$ cat src/rtl/olirs_pkg.sv
`timescale 1ns / 1ps
`default_nettype none

package olirs_pkg;

   localparam int ELEM_W     = 32;
   localparam int GROUP_SIZE = 8;
   localparam int GROUP_IW   = $clog2(GROUP_SIZE);

   // request action codes
   localparam logic [2:0] ACT_APPEND = 3'd0;
   localparam logic [2:0] ACT_INSERT = 3'd1;
   localparam logic [2:0] ACT_REMOVE = 3'd2;
   localparam logic [2:0] ACT_GET    = 3'd3;
   localparam logic [2:0] ACT_FIND   = 3'd4;
   localparam logic [2:0] ACT_CLEAR  = 3'd5;

   // result status codes
   localparam logic [1:0] ST_OK    = 2'd0;
   localparam logic [1:0] ST_FULL  = 2'd1;
   localparam logic [1:0] ST_EMPTY = 2'd2;

   typedef struct packed {
      logic [2:0]               action;
      logic [6:0]               position;
      logic signed [ELEM_W-1:0] value;
   } req_type;

   typedef struct packed {
      logic signed [ELEM_W-1:0] read_value;
      logic                     found;
      logic [5:0]               found_index;
      logic [6:0]               count;
      logic [1:0]               status;
   } rsp_type;

   // operation broadcast to every cell of the chain
   typedef enum logic [2:0] {
      CELL_IDLE,
      CELL_INSERT,
      CELL_REMOVE,
      CELL_GET,
      CELL_FIND,
      CELL_QUIET
   } cell_op_type;

   typedef struct packed {
      cell_op_type              op;
      logic signed [ELEM_W-1:0] value;
   } cell_cmd_type;

   // reduced view of one group of cells
   typedef struct packed {
      logic                     any;
      logic [GROUP_IW-1:0]      first;
      logic signed [ELEM_W-1:0] data;
   } grp_type;

endpackage

`default_nettype wire

$ cat src/rtl/olirs_group.sv
`timescale 1ns / 1ps
`default_nettype none

module olirs_group
   import olirs_pkg::*;
(
   input  wire logic                     clock,
   input  wire logic signed [ELEM_W-1:0] data [GROUP_SIZE],
   input  wire logic [GROUP_SIZE-1:0]    hit,
   output grp_type                       grp
);

   grp_type grp_ff, grp_in;

   // lowest hit wins; data is the or of hit-gated words
   always_comb begin
      grp_in.any   = |hit;
      grp_in.first = '0;
      grp_in.data  = '0;
      for (int i = GROUP_SIZE - 1; i >= 0; i--) begin
         if (hit[i]) begin
            grp_in.first = GROUP_IW'(i);
         end
      end
      for (int i = 0; i < GROUP_SIZE; i++) begin
         grp_in.data = grp_in.data | (hit[i] ? data[i] : '0);
      end
   end

   always_ff @(posedge clock) begin
      grp_ff <= grp_in;
   end

   assign grp = grp_ff;

endmodule

`default_nettype wire

$ cat config.mk
export PLATFORM = sky130hd
export DESIGN_NAME = olirs_group
export DESIGN_NICKNAME = d
export VERILOG_FILES = /design/src/rtl/olirs_pkg.sv /design/src/rtl/olirs_group.sv
export SDC_FILE = /design/constraint.sdc
export NUM_CORES = 1
export LEC_CHECK = 0
export ABC_AREA = 1
export CAP_MARGIN = 0
export CELL_PAD_IN_SITES_DETAIL_PLACEMENT = 1
export CELL_PAD_IN_SITES_GLOBAL_PLACEMENT = 1
export CORE_AREA = 5 5 113 115
export CTS_BUF_LIST = sky130_fd_sc_hd__clkbuf_8
export CTS_CLUSTER_DIAMETER = 40
export DETAILED_ROUTE_END_ITERATION = 8
export DIE_AREA = 0 0 118 120
export DONT_BUFFER_PORTS = 1
export PLACE_DENSITY_LB_ADDON = 0.3
export SYNTH_ARGS = -nofsm -noshare
export SYNTH_HDL_FRONTEND = slang
export SYNTH_SLANG_ARGS = --single-unit
$ cat constraint.sdc
create_clock -name clock -period 0.9 [get_ports clock]
set_input_delay 0.09 -clock clock [delete_from_list [all_inputs] [get_ports clock]]
set_output_delay 0.09 -clock clock [all_outputs]
set_load 0.05 [all_outputs]
== After elaboration in Yosys (flattened, before gate mapping) ==
Index checks and enable logic that the tools add are counted.
W data, S select, Z words.

* Bits in registers: 36
* Output and inout port bits: 36

* Bitwise operators: 7
* Reductions and logical operators: 3
* Muxes and demuxes: 15

{| class="wikitable"
|+ Operators with widths
! kind !! number
|-
| $mux W32 || 8
|-
| $or A32 B32 Y32 || 7
|-
| $mux W3 || 4
|-
| $reduce_or A8 Y1 || 1
|-
| $mux W2 || 2
|-
| $reduce_or A4 Y1 || 1
|-
| $reduce_or A2 Y1 || 1
|-
| $mux W1 || 1
|}

== Logic depth before layout (Yosys ltp) ==
* Depth after elaboration: 8
* Gate-level depth with buffers: 8

== Worst setup path before layout ==
Ideal clock, no wire load.

* Kind: in2reg
* Start: input port hit[3]
* End: register grp_ff, in the netlist grp[23]
* Path buffers: 2
* Path slack: 134 ps
* Arrival time: 652 ps
* Stages: 5
* Library setup time: 115 ps
* Required time: 785 ps
* Cell sequence: buf_4 buf_6 a22o_1 nor2_1 nand2_1

{| class="wikitable"
|+ RTL lines
! item !! RTL line !! text
|-
| from (decl) || olirs_group.sv:9 || <nowiki>input wire logic [GROUP_SIZE-1:0] hit,</nowiki>
|-
| to (signal assigned) || olirs_group.sv:31 || <nowiki>grp_ff <= grp_in;</nowiki>
|-
| to (decl) || olirs_group.sv:13 || <nowiki>grp_type grp_ff, grp_in;</nowiki>
|}

==> metrics.md <==
| Metric | Value |
|---|---|
| Yosys Warn Count | `0` |
| Post-Synthesis Cells | `410` |
| Dpl cell area | `approximately 2800 sq um` |
| Dpl hpwl | `around 10 mm` |
| Reg power frac | `between 30% and 40%` |
| Die height | `around 120 um` |
| Int Power | `3.331 mW` |
| Netlist Area Pre-Place | `around 2600 sq um` |
| Ant. Diodes | `0` |
| DRC viols | `0` |
| Vias in the first global route | `~3600` |
| DRT iter0 DRCs | `130` |
| Crit. End Element | `flop` |
| Row count | `40` |
| Max VDD drop | `about 0.63 mV` |
| Worst Max-Slew Pin Slew | `0.3272 ns` |
| NetSw | `1.417 mW` |
| CTS tree | `yes` |
| Yosys cell types | `14` |
| Root buffer cell | `clkbuf_8` |
| Final net count | `between 700 and 800` |
| Max FFs per register | `36` |
| RD Place Congestion | `approximately 0.83` |
| Overflow after GRT | `0` |
| Final antenna-violating net count | `0` |
| Max H-tree Level | `2` |
| Switch share | `slightly below 30%` |
| Setup crit start kind | `primary input` |
| Met1 Use GR | `~17%` |
| Worst Path Required | `roughly 1.1 ns` |
| Via/cell ratio | `between 5 and 6` |
| Grt met3 use | `under 10%` |
| Setup crit end | `grp[19]` |
| Clock Power Share | `between 30% and 40%` |
| Die area | `about 14000 sq um` |
| Area delta synth->final | `42.09%` |
| Final core occ | `31.49%` |
| Fin. Hold Viols | `29` |
| Mean Syn Cell Area | `roughly 6.3 sq um` |
| Design area | `approximately 3700 sq um` |
| Drt total wl | `13.61 mm` |
| Busiest grt layer | `met2` |
| Fin crit period | `between 0.9 and 1 ns` |
| Crit Path Class | `in -> reg` |
| Fin crit share | `100.3%` |
| CP cell instances | `dlygate4sd3_1 > a21oi_1 > nand3_1` |
| Largest net degree at the start of global routing | `35` |
| Fraction of layout cells with a size suffix above 1 | `between 15 and 20%` |
| Rel. slew slack | `between 70 and 80%` |
| Share of total power in combinational logic | `just under 30%` |
| Worst stage delay on the critical path | `0.66 ns` |
| Post-synth net total | `675` |
| Fin cells | `between 600 and 700` |
| Final WS setup | `-0.002923 ns` |
| Critical Path Source | `hit[2]` |
| # port buffers | `0` |
| DR vias | `between 3000 and 4000` |
| Drt pass-1 iters | `4` |
| Global-route wire length before repair | `slightly below 20 mm` |
| CP max FO | `28` |
| Clock slew at reported path FFs | `around 0.090 ns` |
| Antenna violations before repair | `0` |
| Final Max Tran Viols | `0` |
| Met2 GRT Util | `32.64%` |
| Die width | `approximately 120 um` |
| Fin Setup TNS | `-0.002923 ns` |
| Finish-stage setup viols | `1` |
| Failing checks | `hold timing, setup timing` |
| Register area share after synthesis | `~28%` |
| Pwr dens | `~1300 nW/um^2` |
| Hold crit path type | `in -> reg` |
| CTS Buf Count | `5` |
| Footprint of the multi-input gates | `roughly 1600 sq um` |
| Status | `finished with violations` |
| I/O Pins | `approximately 300` |
| Core area | `about 12000 sq um` |
| Unrepaired setup endpoints after global routing | `yes` |
| Max Cap Viol | `0` |
| Maximum clock frequency | `around 1100 MHz` |
| Min Hold Slack | `-0.07219 ns` |
| CTS max path bufs | `2` |
| Placed insts | `about 560` |
| Data arrival time of the worst path | `approximately 1.1 ns` |
| Register area | `approximately 760 sq um` |
| Fill count | `roughly 1400` |
| Drt wl/cell | `21.67 um` |
| Total Routing Usage GR | `17.45%` |
| Worst path slowest cell | `dlygate4sd3_1` |
| FF+latch count, synth | `36` |
| Starting Density | `between 20 and 25%` |
| Commonest non-fill, non-tap cell in the layout | `nand2_1` |
| Clk sink count | `36` |
| Most frequent cells in the layout | `188 x nand2_1, 57 x dlygate4sd3_1, 39 x a21oi_1` |
| LEAKAGE | `around 1.7 nW` |
-- per-stage QoR --
stage | power (mW) | worst slack [ns]
floorplan | 2.776 | 0.1338
global placement | 2.814 | 0.07616
detailed placement | 2.836 | 0.08347
CTS | 4.744 | -0.02058
global route | 4.991 | -0.03139
finish | 4.747 | -0.002923
-- layer usage --
metal / wire length [um] / part of all wire (%)
met1: 4670 / 34
met2: 7067 / 52
met3: 1274 / 9.4
met4: 598 / 4.4
met5: 0 / 0
-- cell usage after synthesis, drive strengths merged --
library cell	instances	area, sq um
nand2	188	705.7
a21oi	39	195.2
a22o	38	332.8
dfxtp	36	720.7
buf	32	276.5
nand3	31	155.2
nor2	23	86.33
inv	10	37.54
nand4	10	62.56
a31oi	1	6.260
nor3	1	10.01
or2	1	6.260
-- logic make-up after synthesis --
| kind of cell | synth area share (%) |
|---|---|
| compound gates | 20.59 |
| buf+inv | 12.10 |
| flops | 27.77 |
| simple gates | 39.54 |
-- layout make-up --
cell class                 count  area share [%]
multi-input combinational    332           42.55
timing repair buffer          95           27.49
sequential                    36           20.53
tap                          147           4.988
clock buffer                   7           2.613
inverter                      10           1.018
clock inverter                 1          0.8144
-- power groups by stage --
| stage | logic (mW) | registers, mW | clock network (mW) |
|---|---|---|---|
| 2_1_floorplan | 0.722 | 2.05 | 0 |
| 3_3_place_gp | 1.07 | 1.74 | 0 |
| 3_5_place_dp | 1.09 | 1.75 | 0 |
| 4_1_cts | 1.32 | 1.73 | 1.70 |
| 5_1_grt | 1.49 | 1.75 | 1.75 |
| 6_report | 1.38 | 1.74 | 1.62 |
-- critical path: cells and delay by family --
kind            cells  cell delay [ns]
compound gates      1             0.21
buf+inv             1             0.66
simple gates        1             0.10
-- what timing repair did --
item	4_1_cts	5_1_grt
endpoints found under the setup margin	27	32
pin swaps	0	2
endpoints found under the hold margin	35	31
setup buffers	0	1
hold buffers	50	9
gates resized for setup	38	35
-- worst min-delay path by stage --
stage | start | to | slack [ns] | depth (start not counted)
5_1_grt | hit[5] | grp[27] | -0.07 | 2
3_5_place_dp | hit[0] | grp[32] | 0.18 | 1
6_report | hit[1] | grp[17] | -0.07 | 2
3_3_place_gp | hit[0] | grp[32] | 0.18 | 1
4_1_cts | hit[1] | grp[17] | -0.09 | 2
2_1_floorplan | data[126] | grp[30] | 0.21 | 2
Power figures use the tool's default switching activity.
