===== src/rtl/olirs_pkg.sv =====
`timescale 1ns / 1ps
`default_nettype none

package olirs_pkg;

   localparam int ELEM_W     = 32;
   localparam int GROUP_SIZE = 8;
   localparam int GROUP_IW   = $clog2(GROUP_SIZE);

   // request action codes
   localparam logic [2:0] ACT_APPEND = 3'd0;
   localparam logic [2:0] ACT_INSERT = 3'd1;
   localparam logic [2:0] ACT_REMOVE = 3'd2;
   localparam logic [2:0] ACT_GET    = 3'd3;
   localparam logic [2:0] ACT_FIND   = 3'd4;
   localparam logic [2:0] ACT_CLEAR  = 3'd5;

   // result status codes
   localparam logic [1:0] ST_OK    = 2'd0;
   localparam logic [1:0] ST_FULL  = 2'd1;
   localparam logic [1:0] ST_EMPTY = 2'd2;

   typedef struct packed {
      logic [2:0]               action;
      logic [6:0]               position;
      logic signed [ELEM_W-1:0] value;
   } req_type;

   typedef struct packed {
      logic signed [ELEM_W-1:0] read_value;
      logic                     found;
      logic [5:0]               found_index;
      logic [6:0]               count;
      logic [1:0]               status;
   } rsp_type;

   // operation broadcast to every cell of the chain
   typedef enum logic [2:0] {
      CELL_IDLE,
      CELL_INSERT,
      CELL_REMOVE,
      CELL_GET,
      CELL_FIND,
      CELL_QUIET
   } cell_op_type;

   typedef struct packed {
      cell_op_type              op;
      logic signed [ELEM_W-1:0] value;
   } cell_cmd_type;

   // reduced view of one group of cells
   typedef struct packed {
      logic                     any;
      logic [GROUP_IW-1:0]      first;
      logic signed [ELEM_W-1:0] data;
   } grp_type;

endpackage

`default_nettype wire


===== src/rtl/olirs_cell.sv =====
`timescale 1ns / 1ps
`default_nettype none

module olirs_cell
   import olirs_pkg::*;
#(
   parameter int IW    = 6,
   parameter int CW    = 7,
   parameter int INDEX = 0
) (
   input  wire logic                     clock,
   input  wire logic                     reset,
   input  wire cell_cmd_type             cmd,
   input  wire logic [IW-1:0]            pos,
   input  wire logic [CW-1:0]            count,
   input  wire logic signed [ELEM_W-1:0] prev_data,
   input  wire logic signed [ELEM_W-1:0] next_data,
   output logic signed [ELEM_W-1:0]      data,
   output logic                          hit
);

   localparam logic [IW-1:0] IDX   = IW'(INDEX);
   localparam logic [CW-1:0] IDX_C = CW'(INDEX);

   logic signed [ELEM_W-1:0] data_ff, data_in;
   logic                     hit_ff, hit_in;

   always_comb begin
      data_in = data_ff;
      hit_in  = hit_ff;
      case (cmd.op)
         CELL_INSERT: begin
            hit_in = 1'b0;
            if (IDX > pos) begin
               data_in = prev_data;
            end else if (IDX == pos) begin
               data_in = cmd.value;
            end
         end
         CELL_REMOVE: begin
            hit_in = 1'b0;
            if (IDX >= pos) begin
               data_in = next_data;
            end
         end
         CELL_GET:   hit_in = (IDX == pos);
         CELL_FIND:  hit_in = (IDX_C < count) && (data_ff == cmd.value);
         CELL_QUIET: hit_in = 1'b0;
         default: begin
            data_in = data_ff;
            hit_in  = hit_ff;
         end
      endcase
   end

   always_ff @(posedge clock) begin
      data_ff <= data_in;
      if (reset) begin
         hit_ff <= 1'b0;
      end else begin
         hit_ff <= hit_in;
      end
   end

   assign data = data_ff;
   assign hit  = hit_ff;

endmodule

`default_nettype wire


===== config.mk =====
export PLATFORM = sky130hd
export DESIGN_NAME = olirs_cell
export DESIGN_NICKNAME = d
export VERILOG_FILES = /design/src/rtl/olirs_pkg.sv /design/src/rtl/olirs_cell.sv
export SDC_FILE = /design/constraint.sdc
export NUM_CORES = 1
export LEC_CHECK = 0
export BUFFER_PORTS_ARGS = -buffer_cell sky130_fd_sc_hd__buf_4
export CAP_MARGIN = 20
export CORE_MARGIN = 2
export CORE_UTILIZATION = 42
export DETAILED_ROUTE_END_ITERATION = 7
export GPL_ROUTABILITY_DRIVEN = 0
export PLACE_DENSITY = 0.84
export SETUP_SLACK_MARGIN = 0.1
export SLEW_MARGIN = 5
export SYNTH_ARGS = -nofsm -noshare
export SYNTH_HDL_FRONTEND = slang
export SYNTH_SLANG_ARGS = --single-unit

===== constraint.sdc =====
create_clock -name clock -period 9 [get_ports clock]
set_input_delay 1.35 -clock clock [delete_from_list [all_inputs] [get_ports clock]]
set_output_delay 1.35 -clock clock [all_outputs]
set_load 0.02 [all_outputs]

---- Word-level counts from Yosys, hierarchy flattened ----
Cells that the tools add are included.
cells by class
  order comparisons ....................... 3
  reductions and logical operators ........ 6
  multiplexer cells ....................... 5
  equal/unequal tests ..................... 8
operator list
  kind                  count
  $mux W32              3
  $pmux W32 S2          1
  $eq A32 B32 Y1        1
  $lt A1 B7 Y1 const A  1
  $eq A3 B2 Y1 const B  2
  $eq A3 B3 Y1 const B  2
  $ge A1 B6 Y1 const A  1
  $gt A1 B6 Y1 const A  1
  $logic_not A6 Y1      1
  $eq A3 B1 Y1 const B  1
  $ne A3 B3 Y1 const B  1
  $pmux W1 S3           1
  $reduce_and A3 Y1     1
  $reduce_bool A3 Y1    1
  $reduce_or A3 Y1      1
  $ne A2 B2 Y1 const B  1
  $reduce_bool A2 Y1    1
  $logic_and A1 B1 Y1   1
word-level totals
  register bits ........................... 33
  input bits .............................. 114
  word-level logic and storage cells ...... 24

---- Longest topological paths before layout ----
Gate-level depths: netlist (run 1).
  depth in word-level cells ............... 4
  mapped depth ............................ 5
  depth with buffers taken out ............ 5

---- Worst setup path after synthesis (run 1) ----
Ideal clock, no wire load.
  path type ............................... input to register
  start point ............................. in pos[3]
  end point ............................... reg data_ff[0], in the netlist data[0] (enable)
  library setup time ...................... 0.461 ns
  path buffers ............................ 0
  stages on the path ...................... 3
  arrival ................................. 3.799 ns
  path slack .............................. 4.740 ns
  required time ........................... 8.539 ns
  path through ............................ nor2_1 nand3_1 nor3_1
on the way
  cells in the longest elaborated chain, start to end .. 3
  elaborated cells between the ends (all ways) .. 6
  classes of those cells .................. 2 x order compare; 2 x eq/ne; 2 x reduce/logical
RTL lines
  item                                                    line              RTL
  from (decl)                                             olirs_cell.sv:14  input wire logic [IW-1:0] pos,
  $gt A1 B6 Y1 (tied with other cells)                    olirs_cell.sv:34  if (IDX > pos) begin
  $ne A3 B3 Y1 (no line) or $ne A2 B2 Y1 (tied branches)  n/a
  $reduce_and A3 Y1 (no line) *                           n/a
  to (signal assigned)                                    olirs_cell.sv:57  data_ff <= data_in;
  to (decl)                                               olirs_cell.sv:25  logic signed [ELEM_W-1:0] data_ff, data_in;
Every way passes the cells marked *; elsewhere a longest branch is shown, timed or not.
A chain may end at the register's enable or synchronous reset.

---- Worst setup path after layout (run 1) ----
  start point ............................. in cmd[32] (netlist name)
  end point ............................... reg data_ff[6], in the netlist data[6] (data pin)
on the way
  cells in the longest elaborated chain, start to end .. 2
  elaborated cells between the ends (all ways) .. 3
  classes of those cells .................. 2 x eq/ne; 1 x mux
RTL lines
  item                                          line              RTL
  from (decl)                                   olirs_cell.sv:13  input wire cell_cmd_type cmd,
  $eq A3 B2 Y1 or $eq A3 B1 Y1 (tied branches)  olirs_cell.sv:31  case (cmd.op)
  $pmux W32 S2 *                                olirs_cell.sv:31
  via data_in[6]                                olirs_cell.sv:25
The timed path passes the listed nets; every way through them passes the cells marked *.

==> flow_summary_export.csv, run 1 <==
group,metric,value,unit
outcome,status,"finished clean",
finish,diodes,0,
global_routing,grt_use_total,19.5,%
worst_hold_path,hold_class,"register to register",
synthesis,synthCells,129,
critical_path,r2r_cells,5,
global_routing,grt_antenna_before_repair,0,
routing,drc,0,
critical_path,crit_arrival,2.48,ns
global_routing,first_global_vias,1585,
die,start_util,43.0,%
cts,clockRootBuffer,"clkbuf_8",
finish,fillers,353,
cts,cts.reportedPaths.clkPinSlew,0.07,ns
die,pin_count,147,
pwr,ir_drop,0.0924,mV
sta,setup_violations,0,
routing,drtAntennaViolNets,0,
critical_path,r2r_start,"data[2]",
global_routing,grt_pass1_wl,7330,µm
sta,fmax,409,MHz
routing,wl_per_cell,15.3,µm
critical_path,end_kind,"register",
worst_hold_path,min_path_cells,2,
synthesis,yosysUniqueCellTypes,15,
die,core,0.00426,mm²
synthesis,ys_seq_area_share,53.5,%
cts,cts_buffers,5,
routing,viasPerCell,5.02,
cts,ctsResizeCount,0,
cts,clockBufferDepth,2,
global_routing,grt_max_degree,33,
synthesis,syn_nets,243,
critical_path,start_kind,"primary input",
sta,finalCritPeriodShare,27.2,%
finish,drive_above_1_share,61.6,%
critical_path,cp_max_fo,32,
synthesis,yosys_warnings,0,
cts,cts_tree,"built",
sta,slew_headroom,70.4,%
critical_path,crit_type,"primary input to register",
cts,clock_latency,0.28,ns
critical_path,startpoint,"cmd[32]",
die,dieArea,0.00491,mm²
sta,finClkSkew,0.00264,ns
synthesis,syn_avg_cell_area,14.2,µm²
cts,htree_levels,2,
finish,utilization,66.2,%
sta,hold_viol,0,
routing,dr_total_vias,1515,
sta,tightest_slew,0.444,ns
sta,period_minus_slack,2.44,ns
routing,drt_iter0_drc,61,
die,die_h,70.1,µm
finish,multi_input_area,823,µm²
sta,fin_setup_tns,0,ns
cts,ctsHoldBuffers,0,
finish,areaGrowthSynthToFinish,53.9,%
routing,dr.pass1.iters,4,
synthesis,synth_area,0.00183,mm²
finish,final_common_cell,"buf_4",
global_routing,overflow,0,
die,die_w,70.1,µm
synthesis,synth.ff_latch_count,33,
cts,cts_setup_buffers,0,
cts,cts.sink_count,33,
placed_design,dp_hpwl,3490,µm
routing,routed_wirelength,4610,µm
pwr,power.total,0.000335,W
finish,seq_area,981,µm²
pwr,power_leakage,1.12,nW
pwr,p_per_area,119,mW/mm²
finish,layout.nets,363,
critical_path,critPathRequiredTime,9.03,ns
finish,final_cell_mix,"buf_4 (116), xnor2_1 (33), edfxtp_1 (32), mux2_2 (30), nand4_1 (7)",
job,cap_violations,0,
worst_hold_path,hold_start,"hit",
placed_design,portBuffers,114,
sta,rsz0062_at_grt,"no",
sta,maxSlewViolCount,0,
die,rows,24,
-- path summary, 6_finish.rpt --
path	to	slack (ns)
min	hit	0.51
max reg2reg	hit	7.44
min reg2reg	hit	0.51
max	data[6]	6.56
-- cells in the mapped netlist --
master / n / area, µm²
nor3b_4: 1 / 18.8
xnor2_1: 33 / 289
nand3_1: 4 / 20.0
mux2_1: 2 / 22.5
buf_6: 3 / 33.8
dfxtp_1: 1 / 20.0
nor4_1: 2 / 12.5
a41o_1: 1 / 10.0
a21oi_1: 2 / 10.0
nor3_1: 4 / 20.0
mux2_2: 30 / 338
nor2_1: 5 / 18.8
edfxtp_1: 32 / 961
nand4_1: 7 / 43.8
a211oi_1: 2 / 15.0
-- flip-flops by register name, indices dropped and copies added, names as in the netlist --
signal / cells
data: 32
hit: 1
-- power breakdown --
part / switching, W / total [W] / internal, W
Sequential: 0.000000520 / 0.000171 / 0.000170
Clock: 0.0000543 / 0.000106 / 0.0000520
Combinational: 0.0000188 / 0.0000578 / 0.0000390
-- cells by family after synthesis --
kind of cell,count (synthesis),share of synthesized area (%)
buffers and inverters,3,1.84
XOR/XNOR,33,15.8
flip-flops,33,53.5
multiplexers,32,19.7
AO/OA/AOI/OAI,5,1.91
AND/OR/NAND/NOR,23,7.30
-- per-stage QoR --
step	instances	worst slack, ns	cell area [µm²]	hold slack (ns)
6_report	302	6.56	2820	0.509
5_1_grt	302	6.51	2820	0.555
4_1_cts	302	6.56	2820	0.519
3_5_place_dp	294	6.25	2740	0.509
3_3_place_gp	294	6.27	2740	0.481
2_1_floorplan	129	4.74	1830	0.561
-- final cells by class --
| cell class | instances | area share (%) |
|---|---|---|
| timing repair buffer | 116 | 30.9 |
| clock inverter | 3 | 0.443 |
| tap | 52 | 2.31 |
| clock buffer | 5 | 2.44 |
| sequential | 33 | 34.8 |
| multi-input combinational | 93 | 29.2 |
-- critical path: stages --
cell	delay (ns)
buf_4	0.14
nor3b_4	0.17
buf_4	0.41
mux2_2	0.40
-- metal layers --
metal,vias up,wire length [µm],GRT usage (%),part of all wire (%)
li1,734,-,-,-
met1,704,1660,20.9,36
met2,71,2440,33.8,53
met3,6,421,8.23,9.1
met4,0,86,8.12,1.9
met5,-,0,0,0
No activity file was read; power rests on OpenSTA's default activity.
==> run 2, diff against run 1 <==
--- a/config.mk
+++ b/config.mk
@@ -8,10 +8,10 @@
 export BUFFER_PORTS_ARGS = -buffer_cell sky130_fd_sc_hd__buf_4
 export CAP_MARGIN = 20
 export CORE_MARGIN = 2
-export CORE_UTILIZATION = 42
+export CORE_UTILIZATION = 35
 export DETAILED_ROUTE_END_ITERATION = 7
 export GPL_ROUTABILITY_DRIVEN = 0
-export PLACE_DENSITY = 0.84
+export PLACE_DENSITY = 0.75
 export SETUP_SLACK_MARGIN = 0.1
 export SLEW_MARGIN = 5
 export SYNTH_ARGS = -nofsm -noshare
==> constraint.sdc (replaced) <==
create_clock -name clock -period 2.2 [get_ports clock]
set_input_delay 0.33 -clock clock [delete_from_list [all_inputs] [get_ports clock]]
set_output_delay 0.33 -clock clock [all_outputs]
set_load 0.02 [all_outputs]
==> run 2 against run 1 <==
Cell count increased by 6.3%. Clock power increased to 4.2 times the previous value. Register-to-register slack lost 6.8 ns. Final area up 1.9%. Critical endpoint is now hit. Largest power group unchanged.
==> flow_summary_export.csv, run 2 (same netlist as run 1, synthesis figures left out) <==
group,metric,value,unit
sta,hold_viol,0,
sta,fmax,631,MHz
global_routing,overflow,0,
critical_path,startpoint,"data[30]",
die,pin_count,147,
finish,areaGrowthSynthToFinish,56.9,%
job,cap_violations,0,
cts,clockBufferDepth,2,
pwr,p_per_area,481,mW/mm²
sta,setup_violations,0,
finish,final_common_cell,"buf_4",
critical_path,rrSetupSlack,0.62,ns
cts,clockRootBuffer,"clkbuf_8",
routing,drt_iter0_drc,33,
sta,finalCritPeriodShare,72.0,%
cts,cts.sink_count,33,
critical_path,crit_arrival,1.78,ns
sta,maxSlewViolCount,0,
cts,cts_setup_buffers,0,
routing,wl_per_cell,13.9,µm
global_routing,grt_antenna_before_repair,0,
cts,ctsHoldBuffers,0,
placed_design,dp.cells,313,
worst_hold_path,hold_start,"reset",
sta,period_minus_slack,1.58,ns
critical_path,r2r_cells,5,
finish,largest_reg_flops,32,
critical_path,critical_path.endpoint,"hit",
finish,diodes,0,
sta,slew_headroom,74.6,%
critical_path,cp_max_fo,2,
die,dieArea,0.00583,mm²
global_routing,grt_use_total,16.2,%
routing,routed_wirelength,4460,µm
finish,finalNonFillerCells,321,
finish,layout.nets,364,
pwr,power_leakage,1.13,nW
placed_design,dp_hpwl,3570,µm
sta,rsz0062_at_grt,"no",
sta,tightest_slew,0.377,ns
global_routing,grt_pass1_wl,7300,µm
sta,finClkSkew,0.00604,ns
die,start_util,36.1,%
die,core,0.00507,mm²
pwr,ir_drop,0.349,mV
critical_path,r2r_start,"data[30]",
die,die_w,76.4,µm
placed_design,portBuffers,114,
finish,final_cell_mix,"buf_4 (116), xnor2_1 (33), edfxtp_1 (32), mux2_2 (30), nand4_1 (7)",
routing,drtAntennaViolNets,0,
critical_path,crit_type,"register to register",
cts,clock_latency,0.28,ns
die,rows,26,
die,die_h,76.4,µm
critical_path,critPathRequiredTime,2.40,ns
finish,drive_above_1_share,62.5,%
critical_path,start_kind,"register",
global_routing,grt_max_degree,33,
cts,cts.reportedPaths.clkPinSlew,0.07,ns
sta,fin_setup_tns,0,ns
routing,drc,0,
critical_path,end_kind,"register",
worst_hold_path,hold_class,"primary input to register",
outcome,status,"finished clean",
cts,ctsResizeCount,0,
routing,viasPerCell,4.61,
critical_path,rr_endpoint,"hit",
cts,cts_tree,"built",
routing,dr.pass1.iters,4,
routing,dr_total_vias,1481,
global_routing,first_global_vias,1580,
cts,htree_levels,2,
cts,cts_buffers,5,
## run 2: changes by cell type in the layout (fill, tap and decap cells not counted)
cell	previous run	this run
clkinv_1	2	0
buf_12	0	1
clkinv_2	1	2
clkinvlp_4	0	1
nor3_2	1	0
nor3_4	0	1
## run 2: routing by layer
metal	global-route usage (%)	wire, µm
met1	16.3	1600
met2	27.7	2260
met3	8.89	557
met4	6.55	42
met5	0	0
## run 2: how the worst min path moves through the flow
stage,endpoint,slack [ns],cells past startpoint
after detailed placement,hit,0.48,2
after CTS,hit,0.19,2
after floorplan,hit,0.41,1
after global placement,hit,0.48,2
final,hit,0.20,2
after global routing,hit,0.18,2
## run 2: worst max-delay path, stage by stage (launching register included)
cell and delay (ns):
edfxtp_1 0.41, xnor2_1 0.19, nand4_1 0.12, nor4_1 0.41, nand3_1 0.15, a211oi_1 0.23
## run 2: area by class of cell
type / count / area [µm²]
clock buffer: 5 / 68.8
clock inverter: 3 / 17.5
fill: 440 / 2200
multi-input combinational: 93 / 830
sequential: 33 / 981
tap: 70 / 87.6
timing repair buffer: 117 / 891
## run 2: stage by stage
step	hold slack, ns	utilization, %	instance area [µm²]	power, W	worst slack (ns)
after floorplan	0.408	-	1840	0.000810	0.372
after global placement	0.482	55.0	2790	0.000946	0.550
after detailed placement	0.482	55.0	2790	0.000951	0.558
after CTS	0.187	56.7	2880	0.00141	0.609
after global routing	0.184	56.7	2880	0.00145	0.428
final	0.202	56.7	2880	0.00138	0.616
## run 2: power by group
part	switching (W)	internal (W)
combinational	0.0000762	0.000161
sequential	0.00000206	0.000696
clock	0.000231	0.000218
